--- config.mk ---
export PLATFORM = sky130hd
export DESIGN_NAME = weekly_load_time_switch
export DESIGN_NICKNAME = d
export VERILOG_FILES = /design/src/rtl/wlts_pkg.sv /design/src/rtl/weekly_load_time_switch.sv /design/src/rtl/wlts_clock.sv /design/src/rtl/wlts_scan.sv
export SDC_FILE = /design/constraint.sdc
export NUM_CORES = 1
export LEC_CHECK = 0
export BUFFER_PORTS_ARGS = -buffer_cell sky130_fd_sc_hd__buf_2
export CAP_MARGIN = 10
export CORE_ASPECT_RATIO = 1.25
export CORE_MARGIN = 4
export CORE_UTILIZATION = 55
export DETAILED_ROUTE_END_ITERATION = 10
export PLACE_DENSITY = 0.79
export SLEW_MARGIN = 20
export SYNTH_ARGS = -nofsm -noshare
export SYNTH_HDL_FRONTEND = slang
export SYNTH_HIERARCHICAL = 1
export SYNTH_SLANG_ARGS = --single-unit
--- constraint.sdc ---
create_clock -name clock -period 12.3 [get_ports clock]
set_clock_uncertainty 0.15 [all_clocks]
set_input_delay 1.23 -clock clock [delete_from_list [all_inputs] [get_ports clock]]
set_output_delay 1.23 -clock clock [all_outputs]
set_load 0.03 [all_outputs]
--- src/rtl/wlts_pkg.sv ---
// shared types, command codes and calendar constants of the weekly load time switch
package wlts_pkg;

   localparam int SECS_PER_MIN  = 60;
   localparam int MINS_PER_HOUR = 60;
   localparam int HOURS_PER_DAY = 24;
   localparam int DAYS_PER_WEEK = 7;

   localparam logic [1:0] CMD_TICK = 2'd0;
   localparam logic [1:0] CMD_ON   = 2'd1;
   localparam logic [1:0] CMD_OFF  = 2'd2;
   localparam logic [1:0] CMD_SET  = 2'd3;

   // packed so that day sits in bits 13..11, hour in 10..6, minute in 5..0
   typedef struct packed {
      logic [2:0] day;
      logic [4:0] hour;
      logic [5:0] minute;
   } wlts_time_type;

   typedef struct packed {
      logic          on_we;
      logic          off_we;
      logic [3:0]    channel;
      wlts_time_type entry;
   } wlts_prog_type;

   typedef struct packed {
      logic          start;
      wlts_time_type now;
   } wlts_scan_type;

endpackage

--- src/rtl/weekly_load_time_switch.sv ---
// top level of the weekly load time switch: command sequencer and result register
//
// usage
//  - req channel: one command beat (tick, program on, program off, set clock)
//    with channel, week day, hour and minute; taken when req_valid and req_ready
//  - rsp channel: one result beat per command with the load bits of loads 0..15
//    and the clock (day, hour, minute, second) as left by that command
//  - programming, clock set and a tick inside a minute finish at the accept edge;
//    their result is shown in the following cycle
//  - a tick that rolls the minute over starts the match scan: the shared compare
//    stage checks one load's on and off entries per cycle from the time tables,
//    and the result follows once every load has been checked
//  - one command is in work at a time; req_ready is low during the scan
//  - the result register frees itself in the cycle it is taken, so a new command
//    may be accepted while the previous result beat is still being handed over
//  - a stalled rsp (rsp_ready low) holds the result beat and keeps req_ready low
//  - reset: clock at day 1 00:00:00, all loads off, no entry programmed;
//    table contents are not cleared, an unprogrammed entry is never compared
module weekly_load_time_switch #(
   parameter int NUM_LOADS = 16
) (
   input  logic        clock,
   input  logic        reset,
   input  logic        req_valid,
   output logic        req_ready,
   input  logic [1:0]  req_command,
   input  logic [3:0]  req_channel,
   input  logic [2:0]  req_week_day,
   input  logic [4:0]  req_hour_value,
   input  logic [5:0]  req_minute_value,
   output logic        rsp_valid,
   input  logic        rsp_ready,
   output logic [15:0] rsp_load_states,
   output logic [2:0]  rsp_clock_day,
   output logic [4:0]  rsp_clock_hour,
   output logic [5:0]  rsp_clock_minute,
   output logic [5:0]  rsp_clock_second
);
   import wlts_pkg::*;

   typedef enum logic {ST_IDLE, ST_SCAN} state_type;

   state_type     state_ff, state_in;
   logic          rsp_valid_ff, rsp_valid_in;
   logic [15:0]   loads_ff, loads_in;
   wlts_time_type time_ff, time_in;
   logic [5:0]    sec_ff, sec_in;

   logic          accept;
   logic          tick;
   logic          set_en;
   wlts_time_type req_time;
   wlts_time_type now_time, next_time;
   logic [5:0]    now_second, next_second;
   logic          minute_step;
   wlts_prog_type prog;
   wlts_scan_type scan;
   logic          scan_busy;

   logic [NUM_LOADS-1:0]    load_bits;
   logic [NUM_LOADS+15:0]   load_pad;

   // only idle, and only once the result register is free or being emptied
   assign req_ready = (state_ff == ST_IDLE) && (!rsp_valid_ff || rsp_ready);
   assign accept    = req_valid && req_ready;
   assign tick      = accept && (req_command == CMD_TICK);
   assign set_en    = accept && (req_command == CMD_SET);
   assign req_time  = '{day: req_week_day, hour: req_hour_value, minute: req_minute_value};

   assign prog.on_we   = accept && (req_command == CMD_ON);
   assign prog.off_we  = accept && (req_command == CMD_OFF);
   assign prog.channel = req_channel;
   assign prog.entry   = req_time;

   // the scan compares against the time after the full update
   assign scan.start = minute_step;
   assign scan.now   = next_time;

   // loads above fifteen are kept but not shown
   assign load_pad = {16'd0, load_bits};

   wlts_clock u_clock (
      .clock       (clock),
      .reset       (reset),
      .tick        (tick),
      .set_en      (set_en),
      .set_time    (req_time),
      .now_time    (now_time),
      .next_time   (next_time),
      .now_second  (now_second),
      .next_second (next_second),
      .minute_step (minute_step)
   );

   wlts_scan #(
      .NUM_LOADS (NUM_LOADS)
   ) u_scan (
      .clock     (clock),
      .reset     (reset),
      .prog      (prog),
      .scan      (scan),
      .busy      (scan_busy),
      .load_bits (load_bits)
   );

   always_comb begin
      state_in     = state_ff;
      rsp_valid_in = rsp_valid_ff && !rsp_ready;
      loads_in     = loads_ff;
      time_in      = time_ff;
      sec_in       = sec_ff;
      unique case (state_ff)
         ST_IDLE: begin
            if (accept) begin
               if (minute_step) begin
                  state_in = ST_SCAN;
               end else begin
                  // load bits cannot change outside a scan
                  rsp_valid_in = 1'b1;
                  loads_in     = load_pad[15:0];
                  time_in      = next_time;
                  sec_in       = next_second;
               end
            end
         end
         ST_SCAN: begin
            if (!scan_busy) begin
               state_in     = ST_IDLE;
               rsp_valid_in = 1'b1;
               loads_in     = load_pad[15:0];
               time_in      = now_time;
               sec_in       = now_second;
            end
         end
         default: begin
            state_in = ST_IDLE;
         end
      endcase
   end

   always_ff @(posedge clock) begin
      state_ff     <= state_in;
      rsp_valid_ff <= rsp_valid_in;
      loads_ff     <= loads_in;
      time_ff      <= time_in;
      sec_ff       <= sec_in;
      if (reset) begin
         state_ff     <= ST_IDLE;
         rsp_valid_ff <= 1'b0;
      end
   end

   assign rsp_valid        = rsp_valid_ff;
   assign rsp_load_states  = loads_ff;
   assign rsp_clock_day    = time_ff.day;
   assign rsp_clock_hour   = time_ff.hour;
   assign rsp_clock_minute = time_ff.minute;
   assign rsp_clock_second = sec_ff;

endmodule

--- src/rtl/wlts_clock.sv ---
// weekday clock counters with second tick and clock set
module wlts_clock (
   input  logic                   clock,
   input  logic                   reset,
   input  logic                   tick,
   input  logic                   set_en,
   input  wlts_pkg::wlts_time_type set_time,
   output wlts_pkg::wlts_time_type now_time,
   output wlts_pkg::wlts_time_type next_time,
   output logic [5:0]             now_second,
   output logic [5:0]             next_second,
   output logic                   minute_step
);
   import wlts_pkg::*;

   logic [5:0] sec_ff, sec_in;
   logic [5:0] min_ff, min_in;
   logic [4:0] hour_ff, hour_in;
   logic [2:0] day_ff, day_in;
   logic       set_ok;

   assign set_ok = (set_time.day >= 3'd1) && (set_time.day <= 3'(DAYS_PER_WEEK)) &&
                   (set_time.hour < 5'(HOURS_PER_DAY)) &&
                   (set_time.minute < 6'(MINS_PER_HOUR));

   always_comb begin
      sec_in      = sec_ff;
      min_in      = min_ff;
      hour_in     = hour_ff;
      day_in      = day_ff;
      minute_step = 1'b0;
      if (tick) begin
         if (sec_ff == 6'(SECS_PER_MIN - 1)) begin
            sec_in      = 6'd0;
            minute_step = 1'b1;
            if (min_ff == 6'(MINS_PER_HOUR - 1)) begin
               min_in = 6'd0;
               if (hour_ff == 5'(HOURS_PER_DAY - 1)) begin
                  hour_in = 5'd0;
                  day_in  = (day_ff < 3'(DAYS_PER_WEEK)) ? day_ff + 3'd1 : 3'd1;
               end else begin
                  hour_in = hour_ff + 5'd1;
               end
            end else begin
               min_in = min_ff + 6'd1;
            end
         end else begin
            sec_in = sec_ff + 6'd1;
         end
      end else if (set_en && set_ok) begin
         // seconds are kept on a clock set
         day_in  = set_time.day;
         hour_in = set_time.hour;
         min_in  = set_time.minute;
      end
   end

   always_ff @(posedge clock) begin
      if (reset) begin
         sec_ff  <= 6'd0;
         min_ff  <= 6'd0;
         hour_ff <= 5'd0;
         day_ff  <= 3'd1;
      end else begin
         sec_ff  <= sec_in;
         min_ff  <= min_in;
         hour_ff <= hour_in;
         day_ff  <= day_in;
      end
   end

   assign now_time    = '{day: day_ff, hour: hour_ff, minute: min_ff};
   assign next_time   = '{day: day_in, hour: hour_in, minute: min_in};
   assign now_second  = sec_ff;
   assign next_second = sec_in;

endmodule

--- src/rtl/wlts_scan.sv ---
// on/off time tables, programmed bits, load bits and the entry-per-cycle match scan
module wlts_scan #(
   parameter int NUM_LOADS = 16
) (
   input  logic                   clock,
   input  logic                   reset,
   input  wlts_pkg::wlts_prog_type prog,
   input  wlts_pkg::wlts_scan_type scan,
   output logic                   busy,
   output logic [NUM_LOADS-1:0]   load_bits
);
   import wlts_pkg::*;

   localparam int IDX_W = (NUM_LOADS > 1) ? $clog2(NUM_LOADS) : 1;
   localparam int CNT_W = $clog2(NUM_LOADS + 1);

   logic [13:0] on_mem  [NUM_LOADS];
   logic [13:0] off_mem [NUM_LOADS];
   logic [13:0] on_rd_ff, off_rd_ff;

   logic                 rd_act_ff, rd_act_in;
   logic [CNT_W-1:0]     rd_cnt_ff, rd_cnt_in;
   logic                 cmp_act_ff, cmp_act_in;
   logic [IDX_W-1:0]     cmp_idx_ff, cmp_idx_in;
   wlts_time_type        now_ff, now_in;
   logic [NUM_LOADS-1:0] on_prg_ff, on_prg_in;
   logic [NUM_LOADS-1:0] off_prg_ff, off_prg_in;
   logic [NUM_LOADS-1:0] bits_ff, bits_in;

   logic             ch_ok;
   logic [IDX_W-1:0] wr_idx;
   logic [IDX_W-1:0] rd_idx;

   assign ch_ok  = 32'(prog.channel) < NUM_LOADS;
   assign wr_idx = IDX_W'(prog.channel);
   assign rd_idx = rd_cnt_ff[IDX_W-1:0];

   // table writes and registered reads
   always_ff @(posedge clock) begin
      if (prog.on_we && ch_ok) begin
         on_mem[wr_idx] <= prog.entry;
      end
      if (prog.off_we && ch_ok) begin
         off_mem[wr_idx] <= prog.entry;
      end
      on_rd_ff  <= on_mem[rd_idx];
      off_rd_ff <= off_mem[rd_idx];
   end

   always_comb begin
      rd_act_in  = rd_act_ff;
      rd_cnt_in  = rd_cnt_ff;
      cmp_act_in = 1'b0;
      cmp_idx_in = cmp_idx_ff;
      now_in     = now_ff;
      on_prg_in  = on_prg_ff;
      off_prg_in = off_prg_ff;
      bits_in    = bits_ff;

      if (scan.start) begin
         rd_act_in = 1'b1;
         rd_cnt_in = '0;
         now_in    = scan.now;
      end else if (rd_act_ff) begin
         cmp_act_in = 1'b1;
         cmp_idx_in = rd_idx;
         rd_cnt_in  = rd_cnt_ff + CNT_W'(1);
         if (rd_cnt_ff == CNT_W'(NUM_LOADS - 1)) begin
            rd_act_in = 1'b0;
         end
      end

      // shared compare stage: off applied after on, so off wins
      if (cmp_act_ff) begin
         if (on_prg_ff[cmp_idx_ff] && (on_rd_ff == now_ff)) begin
            bits_in[cmp_idx_ff] = 1'b1;
         end
         if (off_prg_ff[cmp_idx_ff] && (off_rd_ff == now_ff)) begin
            bits_in[cmp_idx_ff] = 1'b0;
         end
      end

      if (prog.on_we && ch_ok) begin
         on_prg_in[wr_idx] = 1'b1;
      end
      if (prog.off_we && ch_ok) begin
         off_prg_in[wr_idx] = 1'b1;
      end
   end

   always_ff @(posedge clock) begin
      if (reset) begin
         rd_act_ff  <= 1'b0;
         rd_cnt_ff  <= '0;
         cmp_act_ff <= 1'b0;
         on_prg_ff  <= '0;
         off_prg_ff <= '0;
         bits_ff    <= '0;
      end else begin
         rd_act_ff  <= rd_act_in;
         rd_cnt_ff  <= rd_cnt_in;
         cmp_act_ff <= cmp_act_in;
         on_prg_ff  <= on_prg_in;
         off_prg_ff <= off_prg_in;
         bits_ff    <= bits_in;
      end
   end

   always_ff @(posedge clock) begin
      cmp_idx_ff <= cmp_idx_in;
      now_ff     <= now_in;
   end

   assign busy      = rd_act_ff | cmp_act_ff;
   assign load_bits = bits_ff;

endmodule

* After elaboration in Yosys (flattened, before gate mapping)
Memory sizes are Yosys's and may differ from the RTL's. A register that Yosys moved wholly into a read port is not among the register bits.
Index checks and enable logic that the tools add are counted.
** Storage, ports and cells
- Register bits :: 131
- Bits in writable memories :: 448
- Input bits :: 24
- Output and inout bits :: 38
- Logic and storage cells :: 137
- Memories :: 2
** Memory list
- u_scan.off_mem :: words 16, bits a word 14, rd ports 1, clocked after memory_dff 1, wr ports 1, line wlts_scan.sv:18 : logic [13:0] off_mem [NUM_LOADS];
- u_scan.on_mem :: words 16, bits a word 14, rd ports 1, clocked after memory_dff 1, wr ports 1, line wlts_scan.sv:17 : logic [13:0] on_mem [NUM_LOADS];
** Cells by class
- Add/sub/neg operators :: 5
- $lt $le $gt $ge :: 9
- Eq/ne operators :: 12
- Multiplexer cells :: 58
- Bitwise gates (word level) :: 8
- Reductions and logical operators :: 22
** Operators by type and width (number)
- 2-to-1 mux 16 bit :: 6
- 2-to-1 mux 6 bit :: 9
- OR 16 bit :: 3
- 2-to-1 mux 14 bit :: 3
- one-hot mux 16 bit (2 select lines) :: 1
- == test 14 bit :: 2
- one-hot mux 14 bit (2 select lines) :: 1
- 2-to-1 mux 5 bit :: 5
- 2-to-1 mux 1 bit :: 20
- 2-to-1 mux 3 bit :: 6
- AND 16 bit :: 1
- inverter 16 bit :: 1
- logical AND 1 bit :: 15
- adder 6 x 1 -> 6 bit (second input constant) :: 2
- == test 6 bit (second input constant) :: 2
- one-hot mux 6 bit (2 select lines) :: 1
- adder 5 x 1 -> 5 bit (second input constant) :: 2
- < comparator 4 x 5 -> 1 bit (second input constant) :: 2
- binary-select mux 1 bit (select 4 bit) :: 2
- demux 1 bit (select 4 bit) :: 2
- greater-or-equal comparator 4 x 1 -> 1 bit (second input constant) :: 2
- < comparator 6 bit (second input constant) :: 1
- inequality test 2 bit (second input constant) :: 3
- == test 5 x 4 -> 1 bit (second input constant) :: 1
- other kinds (17) :: 21

* Depth between registers and ports, before layout
Gate-level depths: netlist (run 1).
- Word-level depth :: 11
- Gate-level depth with buffers :: 9
- Gate-level depth less buffers :: 7

* Cells and area by module
Netlist (run 1), hierarchy kept.
** Modules (own cells, without submodules)
- wlts_scan :: instances 1, cells an instance 977, area each 20530.9 µm², sequential area each 15655.0 µm²
- weekly_load_time_switch :: instances 1, cells an instance 76, area each 1478.9 µm², sequential area each 1121.1 µm²
- wlts_clock :: instances 1, cells an instance 157, area each 1405.1 µm², sequential area each 400.4 µm²

* Worst setup path before layout (run 1)
No wires, ideal clock.
- Kind :: input to register
- Start :: in rsp_ready
- End :: reg time_ff, in the netlist rsp_clock_day[0] (enable)
- Library setup time :: 483 ps
- Data arrival time :: 5146 ps
- Required time :: 11667 ps
- Setup slack :: 6521 ps
- Cell stages on the path :: 6
- Path buffers :: 1
- Cell sequence :: nor2b_1 -> nor4_1 -> clkbuf_1 -> inv_1 -> nor2_1 -> o31ai_1
** Between the ends
- Longest elaborated chain between the ends :: 7
- Elaborated cells on any way between the ends :: 8
- Classes of those cells :: eq/ne: 2; mux: 1; reduce/logical: 5
** Ends and longest elaborated chain
- start: declaration :: line weekly_load_time_switch.sv:32 : input logic rsp_ready,
- logical OR 1 bit :: line weekly_load_time_switch.sv:64 : assign req_ready = (state_ff == ST_IDLE) && (!rsp_valid_ff || rsp_ready);
- logical AND 1 bit :: line weekly_load_time_switch.sv:64
- logical AND 1 bit :: line weekly_load_time_switch.sv:65 : assign accept = req_valid && req_ready;
- logical AND 1 bit :: line weekly_load_time_switch.sv:66 : assign tick = accept && (req_command == CMD_TICK);
- named net tick :: line weekly_load_time_switch.sv:50 : logic tick;
- 2-to-1 mux 1 bit :: line wlts_clock.sv:32 : if (tick) begin
- named net minute_step :: line weekly_load_time_switch.sv:55 : logic minute_step;
- inequality test 2 bit (no line)
- AND reduction 3 bit (no line)
- end signal: assignment :: line weekly_load_time_switch.sv:145 : time_ff <= time_in;
- end: declaration :: line weekly_load_time_switch.sv:46 : wlts_time_type time_ff, time_in;
The timed path passes the listed nets, and every way through them passes these cells.
A chain may end at the register's enable or synchronous reset.

==> results of run 1 <==
## layout by cell type (no fill, tap or decap), drive strengths merged, types with 10 or more instances in the layout
master and count:
and2 15, nand2 21, nor3 10, clkinv 17
dfxtp 105, edfxtp 502, mux2i 24, nor2 111
a21oi 24, xnor2 23, mux2 26, clkbuf 74
buf 102, xor2 13, a211oi 17, nand4 11
mux4 144
## path summary, 6_finish.rpt
path	start	to	slack (ps)	cells past startpoint
setup / recovery	rsp_ready	u_scan/on_mem[12][1]$_DFFE_PP_	8580	6
hold / removal	u_scan/load_bits[2]$_SDFFE_PP0P_	rsp_load_states[2]$_DFFE_PP_	290	0
hold reg to reg	u_scan/load_bits[2]$_SDFFE_PP0P_	rsp_load_states[2]$_DFFE_PP_	290	0
setup reg to reg	state_ff$_SDFF_PP0_	u_scan/on_mem[12][1]$_DFFE_PP_	8710	5
## critical path, cell delays in order
cell,delay [ps]
buf_2,90
nor2b_1,130
nor4b_2,770
or3b_2,570
nor2_1,750
buf_4,320
## through the flow
stage	power, mW	utilization, %	worst slack, ps	instances	hold slack, ps
finish	4.06	62.6	8580	1920	288
global route	4.18	62.6	8490	1918	295
CTS	4.08	62.6	8460	1918	285
detailed placement	2.39	58.3	8010	1818	269
global placement	2.38	58.2	7560	1818	269
floorplan	2.33	-	6520	1210	259
## synth_stat cells, drive strengths merged (9+ instances only)
| cell | number | area share [%] |
|---|---|---|
| buf | 28 | 0.77 |
| and2 | 15 | 0.40 |
| xor2 | 13 | 0.49 |
| nor2 | 111 | 1.8 |
| and3 | 9 | 0.24 |
| xnor2 | 23 | 0.86 |
| nand2b | 9 | 0.27 |
| clkbuf | 25 | 0.40 |
| nand2 | 21 | 0.34 |
| mux4 | 144 | 14 |
| a211oi | 17 | 0.55 |
| nor4 | 9 | 0.63 |
| mux2i | 24 | 1.0 |
| a21oi | 24 | 0.51 |
| nor3 | 10 | 0.21 |
| nand4 | 11 | 0.29 |
| mux2 | 26 | 1.3 |
| edfxtp | 502 | 64 |
| dfxtp | 105 | 9.0 |
## power by group through the flow
| stage | Combinational [mW] | Clock (mW) | Sequential [mW] |
|---|---|---|---|
| CTS | 0.0977 | 1.74 | 2.25 |
| detailed placement | 0.0970 | 0 | 2.29 |
| floorplan | 0.0295 | 0 | 2.30 |
| global route | 0.104 | 1.83 | 2.24 |
| global placement | 0.0937 | 0 | 2.29 |
| finish | 0.0968 | 1.71 | 2.25 |
## per-layer routing
metal  up-vias  GRT usage, %
met5         -             0
met4         0          8.84
met3       117          4.57
met2       635          41.4
met1      6288          31.4
li1       5070             -
## layout make-up
cell class | count | area [sq um]
multi-input combinational | 542 | 5970
tap | 559 | 699
timing repair buffer | 102 | 617
antenna | 2 | 5.00
fill | 2778 | 15700
sequential | 607 | 17200
clock inverter | 26 | 332
clock buffer | 74 | 1490
inverter | 8 | 30.0
## kinds of logic after synthesis
family                   after synthesis
adder cells (fa/ha/maj)                6
XOR/XNOR                              36
flip-flops                           607
multiplexers                         194
AO/OA/AOI/OAI                         77
AND/OR/NAND/NOR                      229
buffers and inverters                 61
## flip-flops by register name, summed over array words and instances, names as in the netlist, 3 cells and up
name,flops
rsp_clock_second,6
rsp_clock_hour,5
u_scan/now_ff,14
u_clock/min_ff,6
u_scan/load_bits,16
u_scan/on_rd_ff,14
rsp_clock_day,3
u_scan/rd_cnt_ff,5
u_scan/on_prg_ff,16
u_scan/off_prg_ff,16
u_scan/off_mem,224
u_scan/on_mem,224
u_scan/cmp_idx_ff,4
u_clock/hour_ff,5
u_clock/day_ff,3
rsp_clock_minute,6
u_scan/off_rd_ff,14
u_clock/now_second,6
rsp_load_states,16
==> summary.md, run 1 <==
| Metric | Value |
|---|---|
| Compound-Gate Fraction of Synth Area | 2.24% |
| Worst Path Required | 12,450 ps |
| Tmin final | 3720 ps |
| Crit path DAT | 3870 ps |
| Avg Synthesized Cell Area | 19.4 sq um |
| Multiplexer share of the synthesized area | 16.1% |
| H-tree depth | 2 |
| Slew margin rel. | 30.0% |
| Max-cap check violation count | 0 |
| Avg WL per Cell | 28.4 um |
| Period utilization | 30.3% |
| Mapped Area | 0.0234 sq mm |
| Site row count | 84 |
| Post-synth EDFFs | 502 |
| Initial antenna violation count | 1 |
| Post-synth cell types | 60 |
| Routed wl met3 | 4510 um |
| LEAKAGE | 8.62 nW |
| Clk sinks | 607 |
| 1st-iter DRT viols | 1,266 |
| Post-DP HPWL | 32,200 um |
| Final hold vios | 0 |
| Startpoint Class | input port |
| Clock buffer depth | 3 |
| Post-synthesis sequential area ratio | 73.4% |
| DRC Markers | 0 |
| Post-Synth XOR/XNOR Area | 1.35% |
| Fraction of layout instances using a drive strength above 1 | 28.2% |
| Clock buffer count from CTS | 53 |
| Root Buffer | clkbuf_16 |
| CTS tree | yes |
| Vias | 12,100 |
| Worst-Skew Late Latency | 590 ps |
| Final Cell Area | 0.0263 sq mm |
| RSZ-0062 raised after global routing | false |
| IO Count | 62 |
| Internal power | 3.26 mW |
| Psw | 799 uW |
| Die area | 0.0460 sq mm |
| Vias per cell | 6.31 |
| Cells after synthesis | 1,210 |
| Die Y-Extent | 239 um |
| Post-CTS Resized | 0 |
| Nets | 1,344 |
| Area after DPL | 0.0245 sq mm |
| Worst vdd ir | 104 uV |
| Initial Utilization | 55.7% |
| Slew @ Worst Pin | 1050 ps |
| Number of synthesized register bits | 607 |
| Ys Warns | 6 |
| Synth Area in Adders | 0.321% |
| Die W | 193 um |
| Sw frac | 19.7% |
| Vias in the first global route | 12,500 |
| Fraction of registers with async set/reset | 0% |
| Ys flop type | edfxtp_1 |
| Buffers on Ports | 61 |
| Synth Area in Simple Gates | 5.28% |
| Post-route ant nets | 0 |
| Fmax | 269 MHz |
| Sequential share of power | 55.4% |
| First-pass GRT wire length | 81,500 um |
| TritonRoute pass-1 iters | 5 |
| Clock Power Share | 42.3% |
| Status | finished, final reports clean |
| Routability-driven placement congestion ratio | 0.860 |
| Grt total ovfl | 0 |
| Area grow syn2layout | 12.4% |
| Largest family of logic cells by synthesized area | multiplexers |
| Met1 WL | 19,600 um |
| Mapped Nets | 1,240 |
| Gr usage total | 24.3% |
| Core area | 0.0420 sq mm |
| Largest net degree at the start of global routing | 64 |
| CP max FO | 8 |
| CTS Hold Bufs | 0 |
| Setup Buffers After CTS | 0 |
| CP Capture Type | flip-flop |
| WL met2 | 28,300 um |
| Final TNS setup | 0 ps |
| Crit Path Category | in2reg |
| # setup viols final | 0 |
| Clock slew at reported path FFs | 60 ps |
| Comb pwr share | 2.4% |
| Max-slew violation count | 0 |
| Max layer used | met4 |
| Cell Pwr Density | 154 mW/mm^2 |
| Hold Path Class | reg2reg |
| Final WL | 54,600 um |
Power figures use the tool's default switching activity.
==> run 2, diff against run 1 <==
ABC_AREA = 1   (was default)
PLACE_DENSITY = 0.81   (was 0.79)
clock period = 3.32 ns   (was 12.3 ns; I/O delays follow)
==> summary.md, run 2 <==
| Metric | Value |
|---|---|
| Status | finished, final reports clean |
| Vias | 17,100 |
| Die area | 0.0483 sq mm |
| Cell Pwr Density | 533 mW/mm^2 |
| Final TNS setup | 0 ps |
| Reg-to-reg endpoint | u_scan/off_rd_ff[8]$_DFF_P_ |
| Synth cell count leaders | edfxtp_1 (502), nor2_1 (472), nand2_1 (302) |
| # setup viols final | 0 |
| Largest registers | u_scan/off_mem: 224 flops, u_scan/on_mem: 224 flops |
| Die W | 197 um |
| Worst vdd ir | 446 uV |
| Placed insts | 2,787 |
| Post-synth EDFFs | 502 |
| Initial antenna violation count | 4 |
| Avg WL per Cell | 21.0 um |
| Top cells by area, synth | edfxtp_1 (61%), dfxtp_1 (8.5%), nor2_1 (7.2%), nand2_1 (4.6%), o21ai_0 (3.7%) |
| Sw frac | 20.0% |
| Clock slew at reported path FFs | 60 ps |
| Slew margin rel. | 28.8% |
| Routability-driven placement congestion ratio | 0.883 |
| Pre-CTS setup slack | 699 ps |
| Number of synthesized register bits | 607 |
| Period utilization | 79.9% |
| Worst Path Required | 3610 ps |
| Non-filler cells, final | 2,891 |
| Max-cap check violation count | 0 |
| Post-route ant nets | 0 |
| Crit Path Category | reg2reg |
| TritonRoute pass-1 iters | 5 |
| Commonest non-fill, non-tap cells in the layout | edfxtp_1 (502), nor2_1 (471), nand2_1 (302) |
| Startpoint Class | flip-flop |
| H-tree depth | 2 |
| Die Y-Extent | 245 um |
| Clock buffer depth | 3 |
| Setup Buffers After CTS | 0 |
| Ys Warns | 6 |
| Vias per cell | 5.93 |
| Clk sinks | 607 |
| CTS Hold Bufs | 4 |
| Grt total ovfl | 0 |
| Buffers on Ports | 61 |
| Tmin final | 2650 ps |
| Final WL | 60,700 um |
| Vias in the first global route | 16,500 |
| Top-count cell post-synth | edfxtp_1 |
| Area grow syn2layout | 11.3% |
| Final Cell Area | 0.0275 sq mm |
| Largest net degree at the start of global routing | 144 |
| Most common cell after layout, fill and taps aside | edfxtp_1 |
| Total Power | 14.6 mW |
| First-pass GRT wire length | 92,300 um |
| Crit path DAT | 2940 ps |
| CTS tree | yes |
| Post-synthesis sequential area ratio | 69.6% |
| 1st-iter DRT viols | 1,864 |
| Clock Power Share | 40.3% |
| Post-synth cell types | 38 |
| Fraction of layout instances using a drive strength above 1 | 10.7% |
| Worst-Skew Late Latency | 590 ps |
| Root Buffer | clkbuf_16 |
| Psw | 2.93 mW |
| Top-area cell type share of the netlist area | 61.1% |
| Hold Path Class | in2reg |
| Sequential share of power | 56.9% |
| CP Capture Type | flip-flop |
| Mapped Area | 0.0247 sq mm |
| Fraction of registers with async set/reset | 0% |
| Slew @ Worst Pin | 1060 ps |
| Site row count | 86 |
| DRC Markers | 0 |
| Core area | 0.0442 sq mm |
| Hold EP | u_scan/rd_act_ff$_SDFF_PP0_ |
| Comb pwr share | 2.8% |
| Ys flop type | edfxtp_1 |
| R2R cell count | 6 |
| Clock buffer count from CTS | 52 |
| R2R setup slack | 670 ps |
| Avg Synthesized Cell Area | 11.2 sq um |
| LEAKAGE | 9.85 nW |
| Post-CTS Resized | 0 |
| Initial Utilization | 55.8% |
| CP max FO | 84 |
| IO Count | 62 |
| Gr usage total | 24.5% |
| Min-delay src | reset |
| Worst flop-to-flop path startpoint | u_scan/rd_cnt_ff[0]$_SDFFE_PP0P_ |
| Fin worst setup slack | 666 ps |
| Cells after synthesis | 2,201 |
| Internal power | 11.7 mW |
| Post-DP HPWL | 37,300 um |
| Post-synth top area cell | edfxtp_1 |
| Nets | 2,303 |
| Fmax | 377 MHz |
| Mapped Nets | 2,231 |
| Area after DPL | 0.0258 sq mm |
| Final hold vios | 0 |
| RSZ-0062 raised after global routing | false |
| Max-slew violation count | 0 |
| Hold Path Depth | 2 |
[run 2: cell count changes after synthesis, sizes merged, moves of 19 or more]
cell	change
mux2	-26
o21ai	+179
o32ai	+55
clkbuf	+44
buf	+19
nand3	+101
inv	+132
o21a	+27
o211ai	+65
mux4	-144
nand2	+289
nor2	+380
mux2i	-24
[run 2: metrics by stage]
| stage | util [%] | hold slack [ps] |
|---|---|---|
| CTS | 62.1 | 126 |
| detailed placement | 58.2 | 265 |
| finish | 62.1 | 152 |
| global route | 62.1 | 138 |
| global placement | 58.2 | 266 |
| floorplan | - | 251 |
[run 2: cell type report]
cell class              count  area, sq um
repair buffers            134          913
diodes                      2         5.00
fillers                  3144        16800
flip-flops and latches    607        17200
well taps                 572          716
clock inverters            22          184
clock buffers              76         1470
inverters                 140          533
multi-input cells        1338         6450
[run 2: cells by family (layout without fill, tap and decap cells)]
| group | Yosys count | in the layout | synth area share, % |
|---|---|---|---|
| fa+ha+maj | 6 | 6 | 0.304 |
| flops | 607 | 607 | 69.6 |
| simple gates | 938 | 938 | 15.6 |
| buf+inv | 256 | 372 | 4.25 |
| compound gates | 370 | 370 | 9.39 |
| xor+xnor | 24 | 24 | 0.852 |
| other cells | 0 | 2 | 0 |
[run 2: worst max path at each step]
stage	startpoint	endpoint	slack (ps)	cells past startpoint
6_report	u_scan/rd_cnt_ff[0]$_SDFFE_PP0P_	u_scan/off_rd_ff[8]$_DFF_P_	670	6
2_1_floorplan	rsp_valid$_SDFF_PP0_	rsp_clock_day[0]$_DFFE_PP_	40	11
4_1_cts	u_scan/rd_cnt_ff[0]$_SDFFE_PP0P_	u_scan/off_rd_ff[8]$_DFF_P_	760	6
3_5_place_dp	req_minute_value[5]	rsp_clock_hour[0]$_DFFE_PP_	700	8
5_1_grt	rsp_valid$_SDFF_PP0_	rsp_clock_hour[1]$_DFFE_PP_	440	12
3_3_place_gp	req_minute_value[5]	rsp_clock_hour[0]$_DFFE_PP_	760	8
[run 2: routing by layer]
| layer | up-vias | part of all wire (%) | global-route usage, % |
|---|---|---|---|
| li1 | 7775 | - | - |
| met1 | 8327 | 37 | 31.3 |
| met2 | 902 | 51 | 42.2 |
| met3 | 131 | 9.1 | 4.38 |
| met4 | 4 | 3.0 | 8.57 |
| met5 | - | 0.053 | 0 |
[run 2: critical path: stages, from the launching register on]
cell      delay [ps]
dfxtp_4          710
inv_6            360
buf_4            330
o21ai_0          240
o21ai_0          180
o211ai_1         330
nand3_1          150
[run 2: power groups by stage]
stage	Combinational [mW]	Clock [mW]	Sequential, mW
after floorplan	0.130	0	8.54
after global placement	0.385	0	8.49
after detailed placement	0.403	0	8.49
after CTS	0.407	5.95	8.32
after global routing	0.442	6.26	8.32
final	0.409	5.89	8.32
